<file path="src/sv/mcrqs_pkg.sv">
`timescale 1ns / 1ps
`default_nettype none
// ----------------------------------------------------------------------------
// mcrqs_pkg
// Shared types and constants of the multi-CPU ready queue scheduler.
// ----------------------------------------------------------------------------
package mcrqs_pkg;

  localparam int DEF_QUEUE_DEPTH = 32;
  localparam int DEF_MAX_CPUS    = 16;
  localparam int CMDQ_DEPTH      = 4;

  localparam logic [2:0] OP_WAKE      = 3'd0;
  localparam logic [2:0] OP_PREEMPT   = 3'd1;
  localparam logic [2:0] OP_YIELD     = 3'd2;
  localparam logic [2:0] OP_TERMINATE = 3'd3;
  localparam logic [2:0] OP_IDLE      = 3'd4;

  localparam logic [1:0] MODE_FIFO = 2'd0;
  localparam logic [1:0] MODE_RR   = 2'd1;
  localparam logic [1:0] MODE_PRIO = 2'd2;

  localparam logic [1:0] REG_SCHED_MODE  = 2'd0;
  localparam logic [1:0] REG_SLICE_TICKS = 2'd1;
  localparam logic [1:0] REG_ACTIVE_CPUS = 2'd2;

  localparam logic KIND_DISPATCH = 1'b0;
  localparam logic KIND_PREEMPT  = 1'b1;

  typedef struct packed {
    logic [2:0] opcode;
    logic [3:0] cpu_index;
    logic [7:0] proc_id;
    logic [7:0] proc_priority;
  } cmd_t;

  // back end -> ready queue
  typedef struct packed {
    logic       ins;
    logic       prio_mode;
    logic [7:0] ins_proc;
    logic [7:0] ins_prio;
    logic       pop;
  } rq_ctrl_t;

endpackage
`default_nettype wire

</file>
<file path="src/sv/mcrqs_front.sv">
`timescale 1ns / 1ps
`default_nettype none
// ----------------------------------------------------------------------------
// mcrqs_front
// Input side: accepts items into a short command queue for the back end.
// ----------------------------------------------------------------------------
module mcrqs_front import mcrqs_pkg::*; (
  input  wire logic       clk,
  input  wire logic       rst,
  input  wire logic       in_valid,
  output logic            in_stall,
  input  wire cmd_t       in_cmd,
  output logic            cmd_valid,
  output cmd_t            cmd,
  input  wire logic       cmd_pop
);

  localparam int PW = $clog2(CMDQ_DEPTH);

  cmd_t            mem [CMDQ_DEPTH];
  logic [PW-1:0]   wr_ptr;
  logic [PW-1:0]   rd_ptr;
  logic [PW:0]     count;
  logic            push;
  logic            pop;

  assign in_stall  = (count == (PW+1)'(CMDQ_DEPTH));
  assign push      = in_valid && !in_stall;
  assign cmd_valid = (count != '0);
  assign pop       = cmd_pop && cmd_valid;
  assign cmd       = mem[rd_ptr];

  always_ff @(posedge clk) begin
    if (rst) begin
      wr_ptr <= '0;
      rd_ptr <= '0;
      count  <= '0;
    end else begin
      if (push) wr_ptr <= wr_ptr + 1'b1;
      if (pop)  rd_ptr <= rd_ptr + 1'b1;
      count <= count + (PW+1)'(push) - (PW+1)'(pop);
    end
  end

  always_ff @(posedge clk) begin
    if (push) mem[wr_ptr] <= in_cmd;
  end

endmodule
`default_nettype wire

</file>
<file path="src/sv/mcrqs_rdyq.sv">
`timescale 1ns / 1ps
`default_nettype none
// ----------------------------------------------------------------------------
// mcrqs_rdyq
// Ready queue: shift array with in-place insert (ordered by priority in priority mode) and head pop.
// ----------------------------------------------------------------------------
module mcrqs_rdyq import mcrqs_pkg::*; #(
  parameter int QUEUE_DEPTH = DEF_QUEUE_DEPTH,
  localparam int CW = $clog2(QUEUE_DEPTH + 1)
) (
  input  wire logic        clk,
  input  wire logic        rst,
  input  wire rq_ctrl_t    ctrl,
  output logic [CW-1:0]    count,
  output logic             full,
  output logic [7:0]       head_proc,
  output logic [7:0]       head_prio
);

  logic [7:0]             q_proc [QUEUE_DEPTH];
  logic [7:0]             q_prio [QUEUE_DEPTH];
  logic [QUEUE_DEPTH-1:0] stay;

  assign full      = (count == CW'(QUEUE_DEPTH));
  assign head_proc = q_proc[0];
  assign head_prio = q_prio[0];

  // Entries ahead of the insert point stay. The first entry past count or with
  // a larger priority ends the prefix; the queue may be unsorted after a mode
  // change, so later entries do not restart it.
  always_comb begin
    logic keep;
    keep = 1'b1;
    for (int i = 0; i < QUEUE_DEPTH; i++) begin
      keep    = keep && (CW'(i) < count) &&
                (!ctrl.prio_mode || (q_prio[i] <= ctrl.ins_prio));
      stay[i] = keep;
    end
  end

  always_ff @(posedge clk) begin
    if (rst) begin
      count <= '0;
    end else if (ctrl.ins && !full) begin
      count <= count + 1'b1;
    end else if (ctrl.pop && count != '0) begin
      count <= count - 1'b1;
    end
  end

  always_ff @(posedge clk) begin
    for (int i = 0; i < QUEUE_DEPTH; i++) begin
      if (ctrl.ins && !full) begin
        if (!stay[i]) begin
          if (i == 0) begin
            q_proc[i] <= ctrl.ins_proc;
            q_prio[i] <= ctrl.ins_prio;
          end else if (stay[(i == 0) ? 0 : i-1]) begin
            q_proc[i] <= ctrl.ins_proc;
            q_prio[i] <= ctrl.ins_prio;
          end else begin
            q_proc[i] <= q_proc[(i == 0) ? 0 : i-1];
            q_prio[i] <= q_prio[(i == 0) ? 0 : i-1];
          end
        end
      end else if (ctrl.pop && i < QUEUE_DEPTH-1) begin
        q_proc[i] <= q_proc[(i < QUEUE_DEPTH-1) ? i+1 : i];
        q_prio[i] <= q_prio[(i < QUEUE_DEPTH-1) ? i+1 : i];
      end
    end
  end

endmodule
`default_nettype wire

</file>
<file path="src/sv/mcrqs_back.sv">
`timescale 1ns / 1ps
`default_nettype none
// ----------------------------------------------------------------------------
// mcrqs_back
// Back end: event sequencer, CPU table, preemption scan and result register.
// ----------------------------------------------------------------------------
module mcrqs_back import mcrqs_pkg::*; #(
  parameter int QUEUE_DEPTH = DEF_QUEUE_DEPTH,
  parameter int MAX_CPUS    = DEF_MAX_CPUS,
  localparam int CW = $clog2(QUEUE_DEPTH + 1)
) (
  input  wire logic          clk,
  input  wire logic          rst,
  input  wire logic [1:0]    sched_mode,
  input  wire logic [15:0]   slice_ticks,
  input  wire logic [4:0]    active_cpus,
  input  wire logic          cmd_valid,
  input  wire cmd_t          cmd,
  output logic               cmd_pop,
  output rq_ctrl_t           rq_ctrl,
  input  wire logic [CW-1:0] rq_count,
  input  wire logic          rq_full,
  input  wire logic [7:0]    rq_head_proc,
  input  wire logic [7:0]    rq_head_prio,
  output logic               out_valid,
  input  wire logic          out_stall,
  output logic               kind,
  output logic [3:0]         target_cpu,
  output logic [7:0]         chosen_process,
  output logic               go_idle,
  output logic [15:0]        slice_length,
  output logic               overflow
);

  localparam int NW0  = $clog2(MAX_CPUS + 1);
  localparam int NW   = (NW0 > 5) ? NW0 : 5;
  localparam int CPUW = (MAX_CPUS > 1) ? $clog2(MAX_CPUS) : 1;

  localparam logic [1:0] ST_IDLE = 2'd0;
  localparam logic [1:0] ST_DISP = 2'd1;
  localparam logic [1:0] ST_SCAN = 2'd2;

  logic [1:0]          state;
  cmd_t                cur;
  logic                ovf;
  logic [NW-1:0]       scan_idx;
  logic [7:0]          best;
  logic [NW-1:0]       best_cpu;
  logic                any_idle;

  logic [MAX_CPUS-1:0] cpu_busy;
  logic [7:0]          cpu_proc [MAX_CPUS];
  logic [7:0]          cpu_prio [MAX_CPUS];

  logic [NW-1:0]       n;
  logic [NW-1:0]       cmd_cpu;
  logic [NW-1:0]       cur_cpu;
  logic [CPUW-1:0]     rd_idx;
  logic                rd_busy;
  logic [7:0]          rd_proc;
  logic [7:0]          rd_prio;
  logic                start;
  logic                any_next;
  logic [7:0]          best_next;
  logic [NW-1:0]       best_cpu_next;

  assign n       = (NW'(active_cpus) > NW'(MAX_CPUS)) ? NW'(MAX_CPUS) : NW'(active_cpus);
  assign cmd_cpu = NW'(cmd.cpu_index);
  assign cur_cpu = NW'(cur.cpu_index);
  assign rd_idx  = (state == ST_SCAN) ? scan_idx[CPUW-1:0] : cmd_cpu[CPUW-1:0];
  assign rd_busy = cpu_busy[rd_idx];
  assign rd_proc = cpu_proc[rd_idx];
  assign rd_prio = cpu_prio[rd_idx];
  assign start   = (state == ST_IDLE) && cmd_valid && !out_valid;
  assign cmd_pop = start;

  always_comb begin
    any_next      = any_idle;
    best_next     = best;
    best_cpu_next = best_cpu;
    if (!rd_busy) begin
      any_next = 1'b1;
    end else if (rd_prio > best) begin
      best_next     = rd_prio;
      best_cpu_next = scan_idx;
    end
  end

  always_comb begin
    rq_ctrl           = '0;
    rq_ctrl.prio_mode = (sched_mode == MODE_PRIO);
    if (start) begin
      if (cmd.opcode == OP_WAKE) begin
        rq_ctrl.ins      = !rq_full;
        rq_ctrl.ins_proc = cmd.proc_id;
        rq_ctrl.ins_prio = cmd.proc_priority;
      end else if (cmd.opcode == OP_PREEMPT && cmd_cpu < n && rd_busy) begin
        rq_ctrl.ins      = !rq_full;
        rq_ctrl.ins_proc = rd_proc;
        rq_ctrl.ins_prio = rd_prio;
      end
    end
    if (state == ST_DISP) rq_ctrl.pop = (rq_count != '0);
  end

  always_ff @(posedge clk) begin
    if (rst) begin
      state     <= ST_IDLE;
      cpu_busy  <= '0;
      out_valid <= 1'b0;
      ovf       <= 1'b0;
      scan_idx  <= '0;
      any_idle  <= 1'b0;
      best      <= '0;
      best_cpu  <= '0;
    end else begin
      if (out_valid && !out_stall) out_valid <= 1'b0;
      unique case (state)
        ST_IDLE: begin
          if (start) begin
            cur <= cmd;
            ovf <= 1'b0;
            if (cmd.opcode == OP_WAKE) begin
              if (rq_full) begin
                out_valid      <= 1'b1;
                kind           <= KIND_DISPATCH;
                target_cpu     <= '0;
                chosen_process <= '0;
                go_idle        <= 1'b0;
                slice_length   <= '0;
                overflow       <= 1'b1;
              end else if (sched_mode == MODE_PRIO && n != '0) begin
                state    <= ST_SCAN;
                scan_idx <= '0;
                best     <= '0;
                best_cpu <= '0;
                any_idle <= 1'b0;
              end
            end else if (cmd.opcode <= OP_IDLE && cmd_cpu < n) begin
              cpu_busy[cmd_cpu[CPUW-1:0]] <= 1'b0;
              if (cmd.opcode == OP_PREEMPT) begin
                ovf   <= rd_busy && rq_full;
                state <= ST_DISP;
              end else if (!(cmd.opcode == OP_IDLE && rq_count == '0)) begin
                state <= ST_DISP;
              end
            end
          end
        end
        ST_DISP: begin
          state          <= ST_IDLE;
          out_valid      <= 1'b1;
          kind           <= KIND_DISPATCH;
          target_cpu     <= cur.cpu_index;
          overflow       <= ovf;
          if (rq_count == '0) begin
            chosen_process <= '0;
            go_idle        <= 1'b1;
            slice_length   <= '0;
          end else begin
            cpu_busy[cur_cpu[CPUW-1:0]] <= 1'b1;
            chosen_process <= rq_head_proc;
            go_idle        <= 1'b0;
            slice_length   <= slice_ticks;
          end
        end
        ST_SCAN: begin
          any_idle <= any_next;
          best     <= best_next;
          best_cpu <= best_cpu_next;
          scan_idx <= scan_idx + 1'b1;
          if (scan_idx == n - 1'b1) begin
            state <= ST_IDLE;
            if (!any_next && best_next > cur.proc_priority) begin
              out_valid      <= 1'b1;
              kind           <= KIND_PREEMPT;
              target_cpu     <= best_cpu_next[3:0];
              chosen_process <= '0;
              go_idle        <= 1'b0;
              slice_length   <= '0;
              overflow       <= 1'b0;
            end
          end
        end
        default: state <= ST_IDLE;
      endcase
    end
  end

  // CPU table payload
  always_ff @(posedge clk) begin
    if (state == ST_DISP && rq_count != '0) begin
      cpu_proc[cur_cpu[CPUW-1:0]] <= rq_head_proc;
      cpu_prio[cur_cpu[CPUW-1:0]] <= rq_head_prio;
    end
  end

endmodule
`default_nettype wire

</file>
<file path="src/sv/multi_cpu_ready_queue_scheduler_core.sv">
`timescale 1ns / 1ps
`default_nettype none
// ----------------------------------------------------------------------------
// multi_cpu_ready_queue_scheduler_core
// Ready queue scheduler for several CPUs with APB register access.
// ----------------------------------------------------------------------------
// Items enter a four-deep command queue and are executed one at a time by a
// sequencer. In priority mode a wake scans the CPU table one entry a cycle
// for a preemption victim. Preempt, yield, terminate and idle pass through
// decode and dispatch before the result is registered. A new item starts
// only once the previous result has been taken from the output register.
// Configure only while the block is idle.
// ----------------------------------------------------------------------------
module multi_cpu_ready_queue_scheduler_core import mcrqs_pkg::*; #(
  parameter int QUEUE_DEPTH = DEF_QUEUE_DEPTH,
  parameter int MAX_CPUS    = DEF_MAX_CPUS
) (
  input  wire logic        clk,
  input  wire logic        rst,
  input  wire logic        psel,
  input  wire logic        penable,
  input  wire logic        pwrite,
  input  wire logic [3:0]  paddr,
  input  wire logic [31:0] pwdata,
  output logic [31:0]      prdata,
  output logic             pready,
  input  wire logic        in_valid,
  output logic             in_stall,
  input  wire logic [2:0]  opcode,
  input  wire logic [3:0]  cpu_index,
  input  wire logic [7:0]  proc_id,
  input  wire logic [7:0]  proc_priority,
  output logic             out_valid,
  input  wire logic        out_stall,
  output logic             kind,
  output logic [3:0]       target_cpu,
  output logic [7:0]       chosen_process,
  output logic             go_idle,
  output logic [15:0]      slice_length,
  output logic             overflow
);

  localparam int CW = $clog2(QUEUE_DEPTH + 1);

  logic [1:0]  sched_mode;
  logic [15:0] slice_ticks;
  logic [4:0]  active_cpus;
  cmd_t        in_cmd;
  cmd_t        cmd;
  logic        cmd_valid;
  logic        cmd_pop;
  rq_ctrl_t    rq_ctrl;
  logic [CW-1:0] rq_count;
  logic        rq_full;
  logic [7:0]  rq_head_proc;
  logic [7:0]  rq_head_prio;

  assign pready = 1'b1;

  always_ff @(posedge clk) begin
    if (rst) begin
      sched_mode  <= MODE_FIFO;
      slice_ticks <= '0;
      active_cpus <= 5'd1;
    end else if (psel && penable && pwrite) begin
      unique case (paddr[3:2])
        REG_SCHED_MODE:  sched_mode  <= pwdata[1:0];
        REG_SLICE_TICKS: slice_ticks <= pwdata[15:0];
        REG_ACTIVE_CPUS: active_cpus <= pwdata[4:0];
        default: ;
      endcase
    end
  end

  always_comb begin
    unique case (paddr[3:2])
      REG_SCHED_MODE:  prdata = {30'd0, sched_mode};
      REG_SLICE_TICKS: prdata = {16'd0, slice_ticks};
      REG_ACTIVE_CPUS: prdata = {27'd0, active_cpus};
      default:         prdata = '0;
    endcase
  end

  assign in_cmd = '{opcode: opcode, cpu_index: cpu_index, proc_id: proc_id,
                    proc_priority: proc_priority};

  mcrqs_front u_front (
    .clk       (clk),
    .rst       (rst),
    .in_valid  (in_valid),
    .in_stall  (in_stall),
    .in_cmd    (in_cmd),
    .cmd_valid (cmd_valid),
    .cmd       (cmd),
    .cmd_pop   (cmd_pop)
  );

  mcrqs_rdyq #(.QUEUE_DEPTH(QUEUE_DEPTH)) u_rdyq (
    .clk       (clk),
    .rst       (rst),
    .ctrl      (rq_ctrl),
    .count     (rq_count),
    .full      (rq_full),
    .head_proc (rq_head_proc),
    .head_prio (rq_head_prio)
  );

  mcrqs_back #(.QUEUE_DEPTH(QUEUE_DEPTH), .MAX_CPUS(MAX_CPUS)) u_back (
    .clk            (clk),
    .rst            (rst),
    .sched_mode     (sched_mode),
    .slice_ticks    (slice_ticks),
    .active_cpus    (active_cpus),
    .cmd_valid      (cmd_valid),
    .cmd            (cmd),
    .cmd_pop        (cmd_pop),
    .rq_ctrl        (rq_ctrl),
    .rq_count       (rq_count),
    .rq_full        (rq_full),
    .rq_head_proc   (rq_head_proc),
    .rq_head_prio   (rq_head_prio),
    .out_valid      (out_valid),
    .out_stall      (out_stall),
    .kind           (kind),
    .target_cpu     (target_cpu),
    .chosen_process (chosen_process),
    .go_idle        (go_idle),
    .slice_length   (slice_length),
    .overflow       (overflow)
  );

endmodule
`default_nettype wire
</file>
<file path="config.mk">
export PLATFORM = sky130hd
export DESIGN_NAME = multi_cpu_ready_queue_scheduler_core
export DESIGN_NICKNAME = d
export VERILOG_FILES = /design/src/sv/mcrqs_pkg.sv /design/src/sv/mcrqs_front.sv /design/src/sv/mcrqs_rdyq.sv /design/src/sv/mcrqs_back.sv /design/src/sv/multi_cpu_ready_queue_scheduler_core.sv
export SDC_FILE = /design/constraint.sdc
export NUM_CORES = 2
export LEC_CHECK = 0
export ABC_AREA = 0
export BUFFER_PORTS_ARGS = -buffer_cell sky130_fd_sc_hd__buf_2
export CORE_MARGIN = 2
export CORE_UTILIZATION = 51
export DETAILED_ROUTE_END_ITERATION = 7
export GPL_ROUTABILITY_DRIVEN = 0
export PLACE_DENSITY = 0.67
export SYNTH_ARGS = -nofsm -noshare
export SYNTH_HDL_FRONTEND = slang
export SYNTH_SLANG_ARGS = --single-unit
</file>
<file path="constraint.sdc">
create_clock -name clk -period 9.97 [get_ports clk]
set_input_delay 0 -clock clk [delete_from_list [all_inputs] [get_ports clk]]
set_output_delay 0 -clock clk [all_outputs]
set_load 0.02 [all_outputs]
</file>
==> flow_summary.yaml <==
global_routing:
  grt_util_all_layers: 0.298
  grt_pass1_vias: 37200
  grt_start_max_net_pins: 209
  antenna_found_initial: 3
  grt_pass1_wl_um: 234000
  grt-ovfl-total: 0
critical_path:
  crit_start: "u_back.state[0]$_SDFFE_PP0P_"
  critPathLaunchType: "register"
  slowest_stage: "o221ai_4"
  critPathCaptureType: "register"
  r2r-start: "u_back.state[0]$_SDFFE_PP0P_"
  path_max_fanout: 36
  cp.arrival_ns: 9.72
  crit_type: "register to register"
  reg2reg_to: "u_rdyq.q_proc[1][6]$_DFFE_PP_"
  cp_cell_sequence: "inv_1 -> ha_1 -> or2_1 -> o221ai_4 -> buf_4 -> nand2_1 -> nand3_1 -> nand3_1 -> nand4_1 -> a22o_1 -> inv_2 -> buf_4 -> ha_1 -> a21o_1 -> a21oi_1 -> o2111ai_1 -> a22oi_1 -> nand3b_1 -> nor2_2 -> buf_4 -> nand3_1 -> a21oi_2 -> inv_1 -> o21ai_0"
  crit_required_ns: 10.52
  reg2reg_depth: 24
  r2r_slack_ns: 0.80
  slowest_delay_ns: 0.76
logic_synthesis:
  async_flop_share: 0
  avgSynthCellArea_um2: 11.6
  yosysUniqueCellTypes: 103
  syn_inst: 4382
  synthFlopType: "edfxtp_1"
  syn-cell-area_um2: 51000
  ys_seq_area_frac: 0.561
  ys_seq_elements: 979
  yosys_warnings: 0
  synth_edf_count: 903
sta:
  finalClockSkew_ns: 0.0520
  tns_ns: 0
  slew_violations: 0
  finalCritPeriodShare: 0.919
  max_freq_ghz: 0.109
  hold_viol: 0
  tightest_slew_ns: 1.31
  finalSetupViolations: 0
  fin_crit_ns: 9.17
  rsz0062_at_grt: "no"
  maxSlewHeadroom: 0.124
layout:
  mostFrequentLayoutCells: "edfxtp_1 (903), nand2_1 (375), o21ai_0 (349), ha_1 (291), a22oi_1 (228)"
  syn_to_final_growth_pct: 11.3
  fin_nets: 4779
  final_common_cell: "edfxtp_1"
  drive_gt1_frac: 0.113
  post-route-util: 0.570
drt:
  drc: 0
  wl_um: 156000
  wl_per_cell_um: 26.8
  ant_nets: 0
  drtIter0Drc: 4779
  vias_per_cell: 6.77
  vias: 39300
  firstDrtPassIters: 6
clock_network:
  h-tree-depth: 3
  cts_made_buffers: 102
  clock_latency_ns: 0.72
  cts_buffer_depth: 3
  cts_setup_buffers: 0
  cts_tree: "built"
  root_buffer: "clkbuf_16"
  cts.sinks: 979
  clk_pin_slew_ns: 0.07
die:
  fp.dieArea_um2: 103000
  fp.dieH_um: 320
  die_w_um: 320
  coreArea_um2: 99700
  initial_utilization: 0.512
  placementRows: 116
  num_io_pins: 132
outcome:
  outcome: "completed"
place:
  port_buffers: 96
  hpwl_um: 102000
job:
  cap_viol_max_count: 0
power:
  ir_drop_v: 0.000247
  p_per_area_nw_per_um2: 316
  p_leak_uw: 0.0198
min_path:
  holdPathEnd: "u_front.mem[2][0]$_DFFE_PP_"
  worstHoldStart: "proc_priority[0]"
  min_path_cells: 2
  hold_path_class: "primary input to register"
[cell type report]
cell class	count	area (um^2)
clock inverter	59	816
clock buffer	132	2750
inverter	98	368
tap	1298	1620
multi-input combinational	2967	20600
timing repair buffer	273	1990
antenna	1	2.50
fill	8077	42900
sequential	979	28600
[cells by family (layout without fill, tap and decap cells)]
| logic type | count (synthesis) | count (layout) | share of synthesized area |
|---|---|---|---|
| xor+xnor | 15 | 15 | 0.00257 |
| mux | 99 | 99 | 0.0254 |
| compound gates | 1455 | 1455 | 0.195 |
| other cells | 2 | 18 | 0.000147 |
| flops | 979 | 979 | 0.561 |
| simple gates | 1089 | 1089 | 0.104 |
| fa+ha+maj | 292 | 292 | 0.0717 |
| buf+inv | 451 | 562 | 0.0401 |
[cell usage after synthesis, types with 20 or more instances]
cell type  instances  area [um^2]
edfxtp_1         903        27100
nand2_1          375         1410
o21ai_0          360         1800
ha_1             291         3640
a22oi_1          228         1710
a21oi_1          184          921
nor2_1           169          634
clkbuf_1         159          597
nand3_1          157          786
a32oi_1          140         1230
buf_2            131          656
o211ai_1         116          871
and3_1           108          676
inv_1             94          353
dfxtp_1           76         1520
o31ai_1           68          510
nor3_1            58          290
a211oi_1          57          428
mux2i_1           57          571
a21o_1            42          315
nor2b_1           41          257
nand4_1           40          250
and2_1            39          244
o21ai_1           33          165
buf_4             32          240
a311oi_1          30          263
a221o_1           29          290
a31oi_1           23          144
mux4_2            21          473
buf_1             20         75.1
o21a_1            20          150
or2_2             20          125
[critical path, delay by kind of cell, from the launching register on]
kind	cells	cell delay [ns]
AOI/OAI and AO/OA	8	3.15
and+or+nand+nor	8	2.40
buffers and inverters	6	2.24
adders and majority gates	2	0.74
DFF	1	0.39
[repair_timing]
item | CTS | global route
resized for setup | 0 | 0
hold endpoints to repair | 118 | 0
hold buffers | 61 | 0
[report_power, final]
part / total (uW) / switching, uW / internal (uW)
Clock: 4090 / 1700 / 2400
Sequential: 6960 / 879 / 6080
Combinational: 6920 / 4690 / 2220
Total: 18000 / 7270 / 10700
[worst max path at each step]
stage                                           end  slack (ns)  cells after the start
floorplan            u_rdyq.q_prio[0][56]$_DFFE_PP_        2.91                     19
global placement    u_rdyq.q_prio[1][111]$_DFFE_PP_        1.16                     22
detailed placement  u_rdyq.q_prio[1][110]$_DFFE_PP_        1.08                     22
CTS                 u_rdyq.q_proc[1][108]$_DFFE_PP_        1.04                     22
global route         u_rdyq.q_proc[1][57]$_DFFE_PP_        0.53                     22
finish                u_rdyq.q_proc[1][6]$_DFFE_PP_        0.80                     24
[routing by layer]
metal  vias up  GRT usage  wire length [um]
li1      17300          -                 -
met1     19500      0.419             63700
met2      2137      0.464             71400
met3       383     0.0491             14300
met4         2      0.112              6350
met5         -          0                20
[per-stage QoR]
step | total power (uW) | hold WS [ns] | area, um^2 | std cells | worst slack (ns)
CTS | 17800 | 0.00873 | 56800 | 5806 | 1.04
global route | 18800 | 0.0418 | 56800 | 5806 | 0.526
global placement | 13500 | 0.212 | 52700 | 5554 | 1.16
detailed placement | 13700 | 0.216 | 52700 | 5554 | 1.08
finish | 18000 | 0.0427 | 56800 | 5807 | 0.805
floorplan | 11300 | 0.0989 | 51100 | 4397 | 2.91
[state kept, by name (all words and copies together), names as in the netlist, 2 cells and up, named ones only]
name                   cells
u_back.cpu_proc          128
u_front.wr_ptr             2
u_back.best_cpu            4
u_rdyq.q_prio            256
sched_mode                 2
u_back.target_cpu          4
active_cpus                5
u_front.mem               92
u_rdyq.count               6
u_back.cur                12
u_back.slice_length       16
u_back.chosen_process      8
u_back.cpu_prio          128
u_back.scan_idx            5
u_back.cpu_busy           16
u_front.rd_ptr             2
u_back.state               2
slice_ticks               16
u_rdyq.q_proc            256
u_front.count              3
u_back.best                8
No activity file was read; power rests on OpenSTA's default activity.
